<file path="config.mk">
export PLATFORM = sky130hd
export DESIGN_NAME = smg_root_cell
export DESIGN_NICKNAME = d
export VERILOG_FILES = /design/src/sv/smg_pkg.sv /design/src/sv/smg_root_cell.sv
export SDC_FILE = /design/constraint.sdc
export NUM_CORES = 1
export LEC_CHECK = 0
export BUFFER_PORTS_ARGS = -buffer_cell sky130_fd_sc_hd__buf_2
export CAP_MARGIN = 20
export CORE_AREA = 4 4 102 104
export DETAILED_ROUTE_END_ITERATION = 10
export DIE_AREA = 0 0 106 108
export HOLD_SLACK_MARGIN = 0.06
export MAX_ROUTING_LAYER = met4
export PLACE_DENSITY = 0.81
export SYNTH_ARGS = -nofsm -noshare
export SYNTH_HDL_FRONTEND = slang
export SYNTH_SLANG_ARGS = --single-unit
</file>
<file path="constraint.sdc">
create_clock -name clk -period 6 [get_ports clk]
set_clock_uncertainty 0.05 [all_clocks]
set_input_delay 0.6 -clock clk [delete_from_list [all_inputs] [get_ports clk]]
set_output_delay 0.6 -clock clk [all_outputs]
set_load 0.005 [all_outputs]
</file>
<file path="src/sv/smg_pkg.sv">
//------------------------------------------------------------------------------
// smg_pkg
// shared constants, types and functions for the square marker geometry block
//------------------------------------------------------------------------------
`default_nettype none
package smg_pkg;
  localparam int CW  = 16;               // coordinate width
  localparam int NST = 16;               // cordic stages
  localparam int DW  = CW + 1;           // signed difference width
  localparam int SQW = 2 * CW + 6;       // 16*(dx^2+dy^2) width
  localparam int RW  = SQW / 2;          // root width
  localparam int NRT = RW;               // root iterations
  localparam int ZW  = 26;               // angle accumulator width
  localparam int CXW = CW + 3;           // cordic x/y width
  localparam int LAT = (NRT > NST) ? NRT : NST;
  localparam int YAW_LIMIT = 11520;
  localparam int YAW_RIGHT = 5760;
  localparam int QUARTER_TURN = 1474560;

  typedef logic [CW-1:0] coord_t;

  function automatic logic signed [ZW-1:0] atan_entry(input int i);
    logic signed [ZW-1:0] t;
    case (i)
      0: t = 26'sd737280;   1: t = 26'sd435242;   2: t = 26'sd229970;
      3: t = 26'sd116736;   4: t = 26'sd58595;    5: t = 26'sd29326;
      6: t = 26'sd14667;    7: t = 26'sd7334;     8: t = 26'sd3667;
      9: t = 26'sd1833;     10: t = 26'sd917;     11: t = 26'sd458;
      12: t = 26'sd229;     13: t = 26'sd115;     14: t = 26'sd57;
      15: t = 26'sd29;      16: t = 26'sd14;      17: t = 26'sd7;
      18: t = 26'sd4;       19: t = 26'sd2;       20: t = 26'sd1;
      default: t = '0;
    endcase
    return t;
  endfunction
endpackage
`default_nettype wire

</file>
<file path="src/sv/smg_root_cell.sv">
//------------------------------------------------------------------------------
// smg_root_cell
// one step of the digit-by-digit square root, passing its remainder onward
//------------------------------------------------------------------------------
`default_nettype none
module smg_root_cell import smg_pkg::*; (
  input  wire logic           clk,
  input  wire logic [5:0]     step,      // fixed position of this cell
  input  wire logic           bypass,    // padding cell beyond the root length
  input  wire logic [SQW-1:0] v_in,
  input  wire logic [RW-1:0]  r_in,
  output logic      [SQW-1:0] v_out,
  output logic      [RW-1:0]  r_out
);
  // restoring root: try bit pair at position 2*(RW-1-step), trial is (4r+1) there
  logic [SQW+1:0] trial;
  logic [SQW+1:0] rem;
  logic [RW+1:0]  cand;
  always_comb begin
    cand  = {r_in, 2'b01};
    trial = {{(SQW-RW){1'b0}}, cand} << (2 * (RW - 1 - step));
    rem   = {2'b00, v_in};
  end
  always_ff @(posedge clk) begin
    if (bypass) begin
      v_out <= v_in;
      r_out <= r_in;
    end else if (rem >= trial) begin
      v_out <= SQW'(rem - trial);
      r_out <= {r_in[RW-2:0], 1'b1};
    end else begin
      v_out <= v_in;
      r_out <= {r_in[RW-2:0], 1'b0};
    end
  end
endmodule
`default_nettype wire

</file>
==> results.json <==
{
  "outcome": "finished clean",
  "yosysSeqAreaShare_pct": 22.25,
  "io_pins": 122,
  "hold_viol_final": 0,
  "finalCritPeriodShare_pct": 85.63,
  "synth_flop_cell": "dfxtp_1",
  "synthCells": 668,
  "std_cell_rows": 36,
  "stdcell_area_sq_um": 6071,
  "power.leakage_nw": 2.600,
  "powerDensity_nw_per_um2": 218.6,
  "post_cts_buffers": 0,
  "grt_max_degree": 38,
  "final_cells": 917,
  "fillers": 890,
  "use_met1_pct": 37.95,
  "die_area_sq_um": 11450,
  "dp_slack_ns": 0.5166,
  "dp.cells": 901,
  "hpwl_um": 12570,
  "antenna_found_initial": 0,
  "cap_violations": 0,
  "fin_ws_ns": 0.8620,
  "drc": 0,
  "cp-start-kind": "primary input",
  "relSlewSlack_pct": 37.03,
  "tightestPinTransition_ns": 0.9208,
  "max_stage_delay_ns": 0.53,
  "postCtsHoldBufs": 0,
  "p_sw_share_pct": 35.07,
  "synth_warnings": 0,
  "grt.met2_usage_pct": 42.94,
  "cts_sinks": 57,
  "drive_gt1_share_pct": 25.13,
  "peakVddDrop_mv": 0.1172,
  "drtIter0Drc": 497,
  "layout_min_cycle_time_ns": 5.138,
  "cts-resized-gates": 0,
  "postPlaceCellArea_sq_um": 5852,
  "syn-num-nets": 772,
  "cts_buffer_depth": 2,
  "wl_per_cell_um": 17.16,
  "synthToLayoutAreaGrowth_pct": 18.37,
  "min_to": "v_out[0]",
  "slew_violations": 0,
  "critical_path_class": "primary input to flip-flop",
  "critPathMaxFanout": 29,
  "coreArea_sq_um": 9549,
  "syn_area_sq_um": 5129,
  "ys_ff_latch": 57,
  "ant_nets": 0,
  "power.switching_mw": 0.4654,
  "power_frac_seq_pct": 33.0,
  "setup_violations": 0,
  "via_per_inst": 5.932,
  "worstHoldPathCells": 3,
  "endpoint_kind": "flip-flop",
  "dieHeight_um": 108,
  "wl_um": 15740,
  "cp_slowest_cell": "or2_2",
  "cp.required_ns": 6.20,
  "grt_use_total_pct": 28.34,
  "num_vias": 5440,
  "nets": 883,
  "cts_tree": "yes",
  "path_cells": "buf_2 > ha_1 > or3_1 > a21oi_2 > buf_4 > o211ai_1 > o21ai_0 > nand2_1 > o21ai_0 > nand2_1 > ha_1 > a21oi_2 > o21ai_1 > a221o_1 > a221o_1 > a211oi_2 > or2_2 > nor2_1 > a221o_1",
  "synth_cell_types": 64,
  "crit_top_cell": "a221o_1",
  "grt_pass1_vias": 5133,
  "cts_root_buf": "clkbuf_8",
  "gp_congestion": 1.057,
  "busiest_layer": "met2",
  "numCtsBuffers": 9,
  "arrival_ns": 5.34,
  "insertedDiodeCount": 0,
  "whs_ns": 0.3908,
  "use_met3_pct": 5.254,
  "die_w_um": 106,
  "dr.pass1.iters": 6,
  "grt-ovfl-total": 0,
  "power_mw": 1.327,
  "synth-async-reset-ratio_pct": 0,
  "synth_top_area_share_pct": 22.25,
  "clkTransAtPathRegs_ns": 0.08,
  "port_buffers": 121,
  "htreeDepth": 3,
  "comb_power_share_pct": 36.0,
  "p_int_mw": 0.8619,
  "p_clk_share_pct": 31.1,
  "avgSynthCellArea_sq_um": 7.678,
  "synth_top_area_cell": "dfxtp_1",
  "synth.area.top_cells": "dfxtp_1, ha_1, nand2_1",
  "hold_start": "v_in[0]",
  "grt_first_pass_wirelength_um": 25370,
  "fmax_ghz": 0.1946,
  "rsz0062_at_grt": "false",
  "hold_path_class": "primary input to flip-flop",
  "synth_edf_count": 0,
  "start_util_pct": 53.71,
  "fin_setup_tns_ns": 0,
  "fin_util_pct": 63.57
}
-- flip-flops by register name (all words and copies together) (netlist names) --
register	count
v_out	38
r_out	19
-- cells in the final DEF, fill, tap and decap left out, types with 15 or more instances in the layout --
cell / n
a21oi_1: 36
nand3_1: 28
nor2_1: 44
xor2_1: 15
mux2_2: 23
dfxtp_1: 57
buf_2: 121
ha_1: 39
o21ai_0: 64
nand2_1: 104
xnor2_1: 19
-- critical path, delay by kind of cell --
kind / cells / cell delay, ns
adders and majority gates: 2 / 0.64
AOI/OAI and AO/OA: 10 / 2.49
buffers and inverters: 2 / 0.35
and+or+nand+nor: 5 / 1.24
-- area by class of cell --
type,count,area (sq um),share of cell area (%)
flip-flops and latches,57,1141,18.80
well taps,133,166.4,2.741
repair buffers,136,730.7,12.04
clock buffers,9,123.9,2.040
inverters,12,45.04,0.7420
clock inverters,7,95.09,1.566
multi-input cells,563,3769,62.08
-- routing by layer --
| layer | up-vias | share of wire [%] |
|---|---|---|
| met5 | - | 0 |
| met4 | 0 | 2.4 |
| li1 | 2692 | - |
| met3 | 33 | 5.9 |
| met1 | 2516 | 46 |
| met2 | 199 | 45 |
-- worst max path at each step --
stage                        from        end  slack, ns  depth (start not counted)
final                     step[0]  v_out[23]       0.86                         19
after global routing      step[0]  v_out[35]       0.42                         17
after CTS                 step[0]  v_out[35]       0.88                         17
after detailed placement  step[0]  v_out[23]       0.52                         19
after global placement    step[0]  v_out[35]       0.63                         16
after floorplan           step[0]  v_out[23]       1.27                         18
-- power by group through the flow --
stage          Clock, mW  Sequential, mW  Combinational [mW]
2_1_floorplan          0           0.454               0.302
3_3_place_gp           0           0.445               0.466
3_5_place_dp           0           0.446               0.471
4_1_cts            0.416           0.438               0.474
5_1_grt            0.432           0.442               0.529
6_report           0.413           0.437               0.477
-- cells by family (layout without fill, tap and decap cells) --
logic type / count (synthesis) / count (layout) / share of synthesized area, %
adders and majority gates: 39 / 39 / 9.515
AOI/OAI and AO/OA: 207 / 207 / 26.18
xor gates and xnor gates: 35 / 35 / 6.124
muxes: 42 / 42 / 10.32
and+or+nand+nor: 240 / 240 / 21.35
DFF: 57 / 57 / 22.25
buffers and inverters: 48 / 164 / 4.269
-- synth_stat cells (all sizes together) (9+ instances only) --
library cell / instances
nand2: 104
o21ai: 68
a21oi: 41
inv: 12
xor2: 16
nor3: 14
mux2i: 12
xnor2: 19
dfxtp: 57
nand4: 11
o211ai: 9
mux2: 24
nand3: 28
clkbuf: 21
buf: 15
ha: 39
a21o: 9
nor2: 44
No activity file was read; power rests on OpenSTA's default activity.
