### src/sv/smg_pkg.sv
//------------------------------------------------------------------------------
// smg_pkg
// shared constants, types and functions for the square marker geometry block
//------------------------------------------------------------------------------
`default_nettype none
package smg_pkg;
  localparam int CW  = 16;               // coordinate width
  localparam int NST = 16;               // cordic stages
  localparam int DW  = CW + 1;           // signed difference width
  localparam int SQW = 2 * CW + 6;       // 16*(dx^2+dy^2) width
  localparam int RW  = SQW / 2;          // root width
  localparam int NRT = RW;               // root iterations
  localparam int ZW  = 26;               // angle accumulator width
  localparam int CXW = CW + 3;           // cordic x/y width
  localparam int LAT = (NRT > NST) ? NRT : NST;
  localparam int YAW_LIMIT = 11520;
  localparam int YAW_RIGHT = 5760;
  localparam int QUARTER_TURN = 1474560;

  typedef logic [CW-1:0] coord_t;

  function automatic logic signed [ZW-1:0] atan_entry(input int i);
    logic signed [ZW-1:0] t;
    case (i)
      0: t = 26'sd737280;   1: t = 26'sd435242;   2: t = 26'sd229970;
      3: t = 26'sd116736;   4: t = 26'sd58595;    5: t = 26'sd29326;
      6: t = 26'sd14667;    7: t = 26'sd7334;     8: t = 26'sd3667;
      9: t = 26'sd1833;     10: t = 26'sd917;     11: t = 26'sd458;
      12: t = 26'sd229;     13: t = 26'sd115;     14: t = 26'sd57;
      15: t = 26'sd29;      16: t = 26'sd14;      17: t = 26'sd7;
      18: t = 26'sd4;       19: t = 26'sd2;       20: t = 26'sd1;
      default: t = '0;
    endcase
    return t;
  endfunction
endpackage
`default_nettype wire

### src/sv/smg_cordic_cell.sv
//------------------------------------------------------------------------------
// smg_cordic_cell
// one vectoring cordic rotation stage with a registered output
//------------------------------------------------------------------------------
`default_nettype none
module smg_cordic_cell import smg_pkg::*; (
  input  wire logic                  clk,
  input  wire logic [4:0]            step,
  input  wire logic                  bypass,  // stage beyond the configured count
  input  wire logic signed [CXW-1:0] x_in,
  input  wire logic signed [CXW-1:0] y_in,
  input  wire logic signed [ZW-1:0]  z_in,
  output logic signed [CXW-1:0]      x_out,
  output logic signed [CXW-1:0]      y_out,
  output logic signed [ZW-1:0]       z_out
);
  logic signed [CXW-1:0] xs, ys;
  always_comb begin
    xs = x_in >>> step;
    ys = y_in >>> step;
  end
  always_ff @(posedge clk) begin
    if (bypass) begin
      x_out <= x_in; y_out <= y_in; z_out <= z_in;
    end else if (y_in > 0) begin
      x_out <= x_in + ys; y_out <= y_in - xs; z_out <= z_in + atan_entry(int'(step));
    end else begin
      x_out <= x_in - ys; y_out <= y_in + xs; z_out <= z_in - atan_entry(int'(step));
    end
  end
endmodule
`default_nettype wire

### config.mk
export PLATFORM = sky130hd
export DESIGN_NAME = smg_cordic_cell
export DESIGN_NICKNAME = d
export VERILOG_FILES = /design/src/sv/smg_pkg.sv /design/src/sv/smg_cordic_cell.sv
export SDC_FILE = /design/constraint.sdc
export NUM_CORES = 1
export LEC_CHECK = 0
export BUFFER_PORTS_ARGS = -buffer_cell sky130_fd_sc_hd__buf_2
export CORE_MARGIN = 4
export CORE_UTILIZATION = 30
export DETAILED_ROUTE_END_ITERATION = 8
export GPL_TIMING_DRIVEN = 0
export PLACE_DENSITY = 0.52
export SLEW_MARGIN = 15
export SYNTH_ARGS = -nofsm -noshare
export SYNTH_HDL_FRONTEND = slang
export SYNTH_SLANG_ARGS = --single-unit
### constraint.sdc
create_clock -name clk -period 16.15 [get_ports clk]
set_clock_uncertainty 0.2 [all_clocks]
set_input_delay 1.615 -clock clk [delete_from_list [all_inputs] [get_ports clk]]
set_output_delay 1.615 -clock clk [all_outputs]
set_load 0.01 [all_outputs]
==> summary.md <==
| Metric | Value |
|---|---|
| Number of synthesized flops with an enable pin | `0` |
| Final Hold Vio Count | `0` |
| Die area | `32,100 um^2` |
| Cell variety after synth | `79` |
| Antenna Cells | `0` |
| First-pass DRT Iterations | `5` |
| Dpl cells | `1,647` |
| Largest net degree at the start of global routing | `12` |
| Cells along the critical path | `buf_2 -> buf_2 -> buf_2 -> mux4_2 -> mux4_2 -> o21ai_0 -> ha_1 -> nor4b_2 -> nor2_1 -> o32ai_1 -> ha_1 -> o21a_1 -> o31a_1 -> o41ai_1 -> o21ai_0 -> a211oi_1 -> o31a_1 -> mux2i_1 -> xnor2_1` |
| Hold Startpoint | `z_in[12]` |
| Yosys reg bits | `64` |
| Synth Instances | `1,133` |
| Async set-reset flop share out of synthesis | `0%` |
| Comb pwr share | `52.7%` |
| Startpoint Class | `primary input` |
| Setup Crit Path Kind | `in -> reg` |
| Routed Antenna Nets | `0` |
| Max-slew violation count | `0` |
| WL final | `34,600 um` |
| Die X | `179 um` |
| Root Driver | `clkbuf_16` |
| Postcts setup bufs | `0` |
| Seq/Total Area, Yosys | `14.6%` |
| Clock Power Share | `23.9%` |
| RSZ-0062 raised after global routing | `false` |
| # IOs | `135` |
| WL/cell | `20.8 um` |
| Crit path required time | `16.16 ns` |
| Worst-Margin Slew | `1.12 ns` |
| Vias/cell | `5.71` |
| Hold Buf Count CTS | `0` |
| # DRC | `0` |
| Setup WS pre-CTS | `7.79 ns` |
| VDD IR max | `0.0443 mV` |
| P_int | `496 uW` |
| Slowest CP cell | `o21ai_0` |
| Synth warn | `0` |
| Fmax | `130 MHz` |
| Initial core utilization | `30.6%` |
| Pwr per Cell Area | `83.0 nW/um^2` |
| Clock Tree Buf Depth | `2` |
| Layout cell share with drive strength beyond 1 | `17.6%` |
| Global-route wire length before repair | `53,100 um` |
| CP endpoint kind | `register` |
| Area grow syn2layout | `16.2%` |
| Core ar. | `28,800 um^2` |
| Most frequent cell on the critical path | `buf_2` |
| Max FO, Critical Path | `10` |
| Post-cts gate resize count | `0` |
| HPWL Detailed | `27,600 um` |
| Leak | `0.00433 uW` |
| GRT Residual Overflow | `0` |
| Worst endpoint data arrival time | `7.71 ns` |
| Clock Pin Slew Worst Setup and Hold Paths | `0.06 ns` |
| Flop pwr share | `23.4%` |
| Cell area after synthesis | `8800 um^2` |
| Worst Hold Class | `in -> reg` |
| Net Sw Frac | `41.5%` |
| Slew HR | `24.9%` |
| Htree depth | `3` |
| CTS tree | `built` |
| Synth Net Count | `1,281` |
| Top FF cell, synth | `dfxtp_1` |
| Die Height | `179 um` |
| Initial antenna violation count | `0` |
| Min setup slack post-route | `8.45 ns` |
| Setup TNS | `0 ns` |
| Mean Syn Cell Area | `7.76 um^2` |
| DR vias | `9,490` |
| Status | `finished, final reports clean` |
| # nets final | `1,422` |
| Final worst-path cycle share | `47.7%` |
| Rows | `62` |
| Sink of the worst hold path | `z_out[12]` |
| Max-cap violations | `0` |
| Port bufs | `130` |
| CTS buffer count | `9` |
| Global Route Usage Sum | `21.5%` |
| Final instance count without filler cells | `1,663` |
| Vias in the first global route | `9,077` |
| Crit path time final | `7.70 ns` |
| Pwr Total | `849 uW` |
| Final GP Congestion | `1.04` |
| Setup violations, final | `0` |
| Slowest Stage Delay on Critical Path | `0.56 ns` |
| Sink Count | `64` |
| Hold Crit Depth | `3` |
| Net Switching | `353 uW` |
| Violation count after the first detailed-routing iteration | `778` |
| Hold WS | `1.28 ns` |
per-stage QoR:
stage               cell area (um^2)  util, %
floorplan                       8800        -
global placement                9930     34.5
detailed placement              9930     34.5
CTS                            10200     35.5
global route                   10200     35.5
finish                         10200     35.5
power groups by stage:
stage,logic (uW),clock network [uW],registers (uW)
finish,447,203,199
global route,498,213,202
CTS,447,208,199
detailed placement,444,0,202
global placement,443,0,202
floorplan,291,0,221
routing by layer:
layer  vias up  share of wire (%)  global-route usage, %
met3        84                7.2                   3.52
met1      4490                 44                   29.0
met2       395                 45                   34.8
met4         0                3.6                   7.55
met5         -                  0                      0
li1       4521                  -                      -
worst max-delay path by stage:
stage / startpoint / slack [ns] / cells after the start / to
detailed placement: step[1] / 7.79 / 19 / x_out[18]
CTS: step[1] / 8.15 / 19 / x_out[18]
global route: step[1] / 8.03 / 19 / x_out[18]
global placement: step[1] / 7.81 / 19 / x_out[18]
floorplan: step[0] / 9.30 / 21 / z_out[25]
finish: step[1] / 8.45 / 19 / x_out[18]
cell type report:
cell class	count	area (um^2)
well taps	384	480
clock buffers	11	233
fillers	3141	18600
flip-flops and latches	64	1280
inverters	42	158
multi-input cells	959	7070
clock inverters	5	57.6
repair buffers	130	651
plain buffers	68	289
cells in the mapped netlist (4+ instances only):
| master | number | share of area (%) |
|---|---|---|
| a211oi_1 | 19 | 1.6 |
| a21o_1 | 14 | 1.2 |
| a21oi_1 | 71 | 4.0 |
| a22oi_1 | 4 | 0.34 |
| a31oi_1 | 20 | 1.4 |
| a41oi_1 | 4 | 0.40 |
| and2_1 | 10 | 0.71 |
| and3_1 | 10 | 0.71 |
| buf_1 | 11 | 0.47 |
| buf_2 | 6 | 0.34 |
| clkbuf_1 | 46 | 2.0 |
| dfxtp_1 | 64 | 15 |
| ha_1 | 74 | 11 |
| inv_1 | 41 | 1.7 |
| mux2_2 | 19 | 2.4 |
| mux2i_1 | 28 | 3.2 |
| mux4_2 | 35 | 9.0 |
| nand2_1 | 131 | 5.6 |
| nand2b_1 | 13 | 0.92 |
| nand3_1 | 25 | 1.4 |
| nand3b_1 | 4 | 0.34 |
| nand4_1 | 10 | 0.71 |
| nor2_1 | 89 | 3.8 |
| nor2b_1 | 12 | 0.85 |
| nor3_1 | 28 | 1.6 |
| nor3b_1 | 8 | 0.68 |
| nor4_1 | 12 | 0.85 |
| o211ai_1 | 7 | 0.60 |
| o21a_1 | 16 | 1.4 |
| o21ai_0 | 91 | 5.2 |
| o21bai_1 | 5 | 0.43 |
| o22ai_1 | 6 | 0.43 |
| o31a_1 | 7 | 0.70 |
| o31ai_1 | 15 | 1.3 |
| o32ai_1 | 5 | 0.50 |
| o41ai_1 | 8 | 0.80 |
| or2_2 | 7 | 0.50 |
| or3_1 | 6 | 0.43 |
| or4_1 | 4 | 0.34 |
| xnor2_1 | 37 | 3.7 |
| xor2_1 | 46 | 4.6 |
placed cells by master, fill, tap and decap left out, types with 5 or more instances in the layout:
cell type,instances
and2_1,10
o31ai_1,15
dfxtp_1,64
o21bai_1,5
buf_2,136
nand2_1,131
clkbuf_1,48
o21a_1,16
buf_1,11
mux2i_1,28
o41ai_1,8
nor3b_1,8
o21ai_0,91
or3_1,6
nor2b_1,12
or2_2,7
inv_1,41
mux2_2,19
nor2_1,89
clkbuf_16,9
a21oi_1,71
o211ai_1,7
nand3_1,25
nand2b_1,13
xor2_1,46
mux4_2,35
nand4_1,10
a211oi_1,19
a21o_1,14
nor4_1,12
xnor2_1,37
a31oi_1,20
ha_1,74
and3_1,10
o32ai_1,5
o22ai_1,6
o31a_1,7
nor3_1,28
worst max-delay path, delay by kind of cell:
family	cells	cell delay (ns)
muxes	3	0.92
xor gates and xnor gates	1	0.14
AOI/OAI and AO/OA	8	2.80
adders and majority gates	2	0.63
and+or+nand+nor	2	0.68
buffers and inverters	3	0.91
sequential cells by signal (all words and copies together), names as in the netlist:
signal	cells
z_out	26
x_out	19
y_out	19
cell families (layout without fill, tap and decap cells):
kind of cell	Yosys count	after routing	share of synthesized area, %
xor+xnor	83	83	8.26
fa+ha+maj	77	77	11.2
flops	64	64	14.6
simple gates	380	380	20.7
mux	86	86	15.6
buf+inv	110	256	5.08
compound gates	333	333	24.6
No activity file was read; power rests on OpenSTA's default activity.
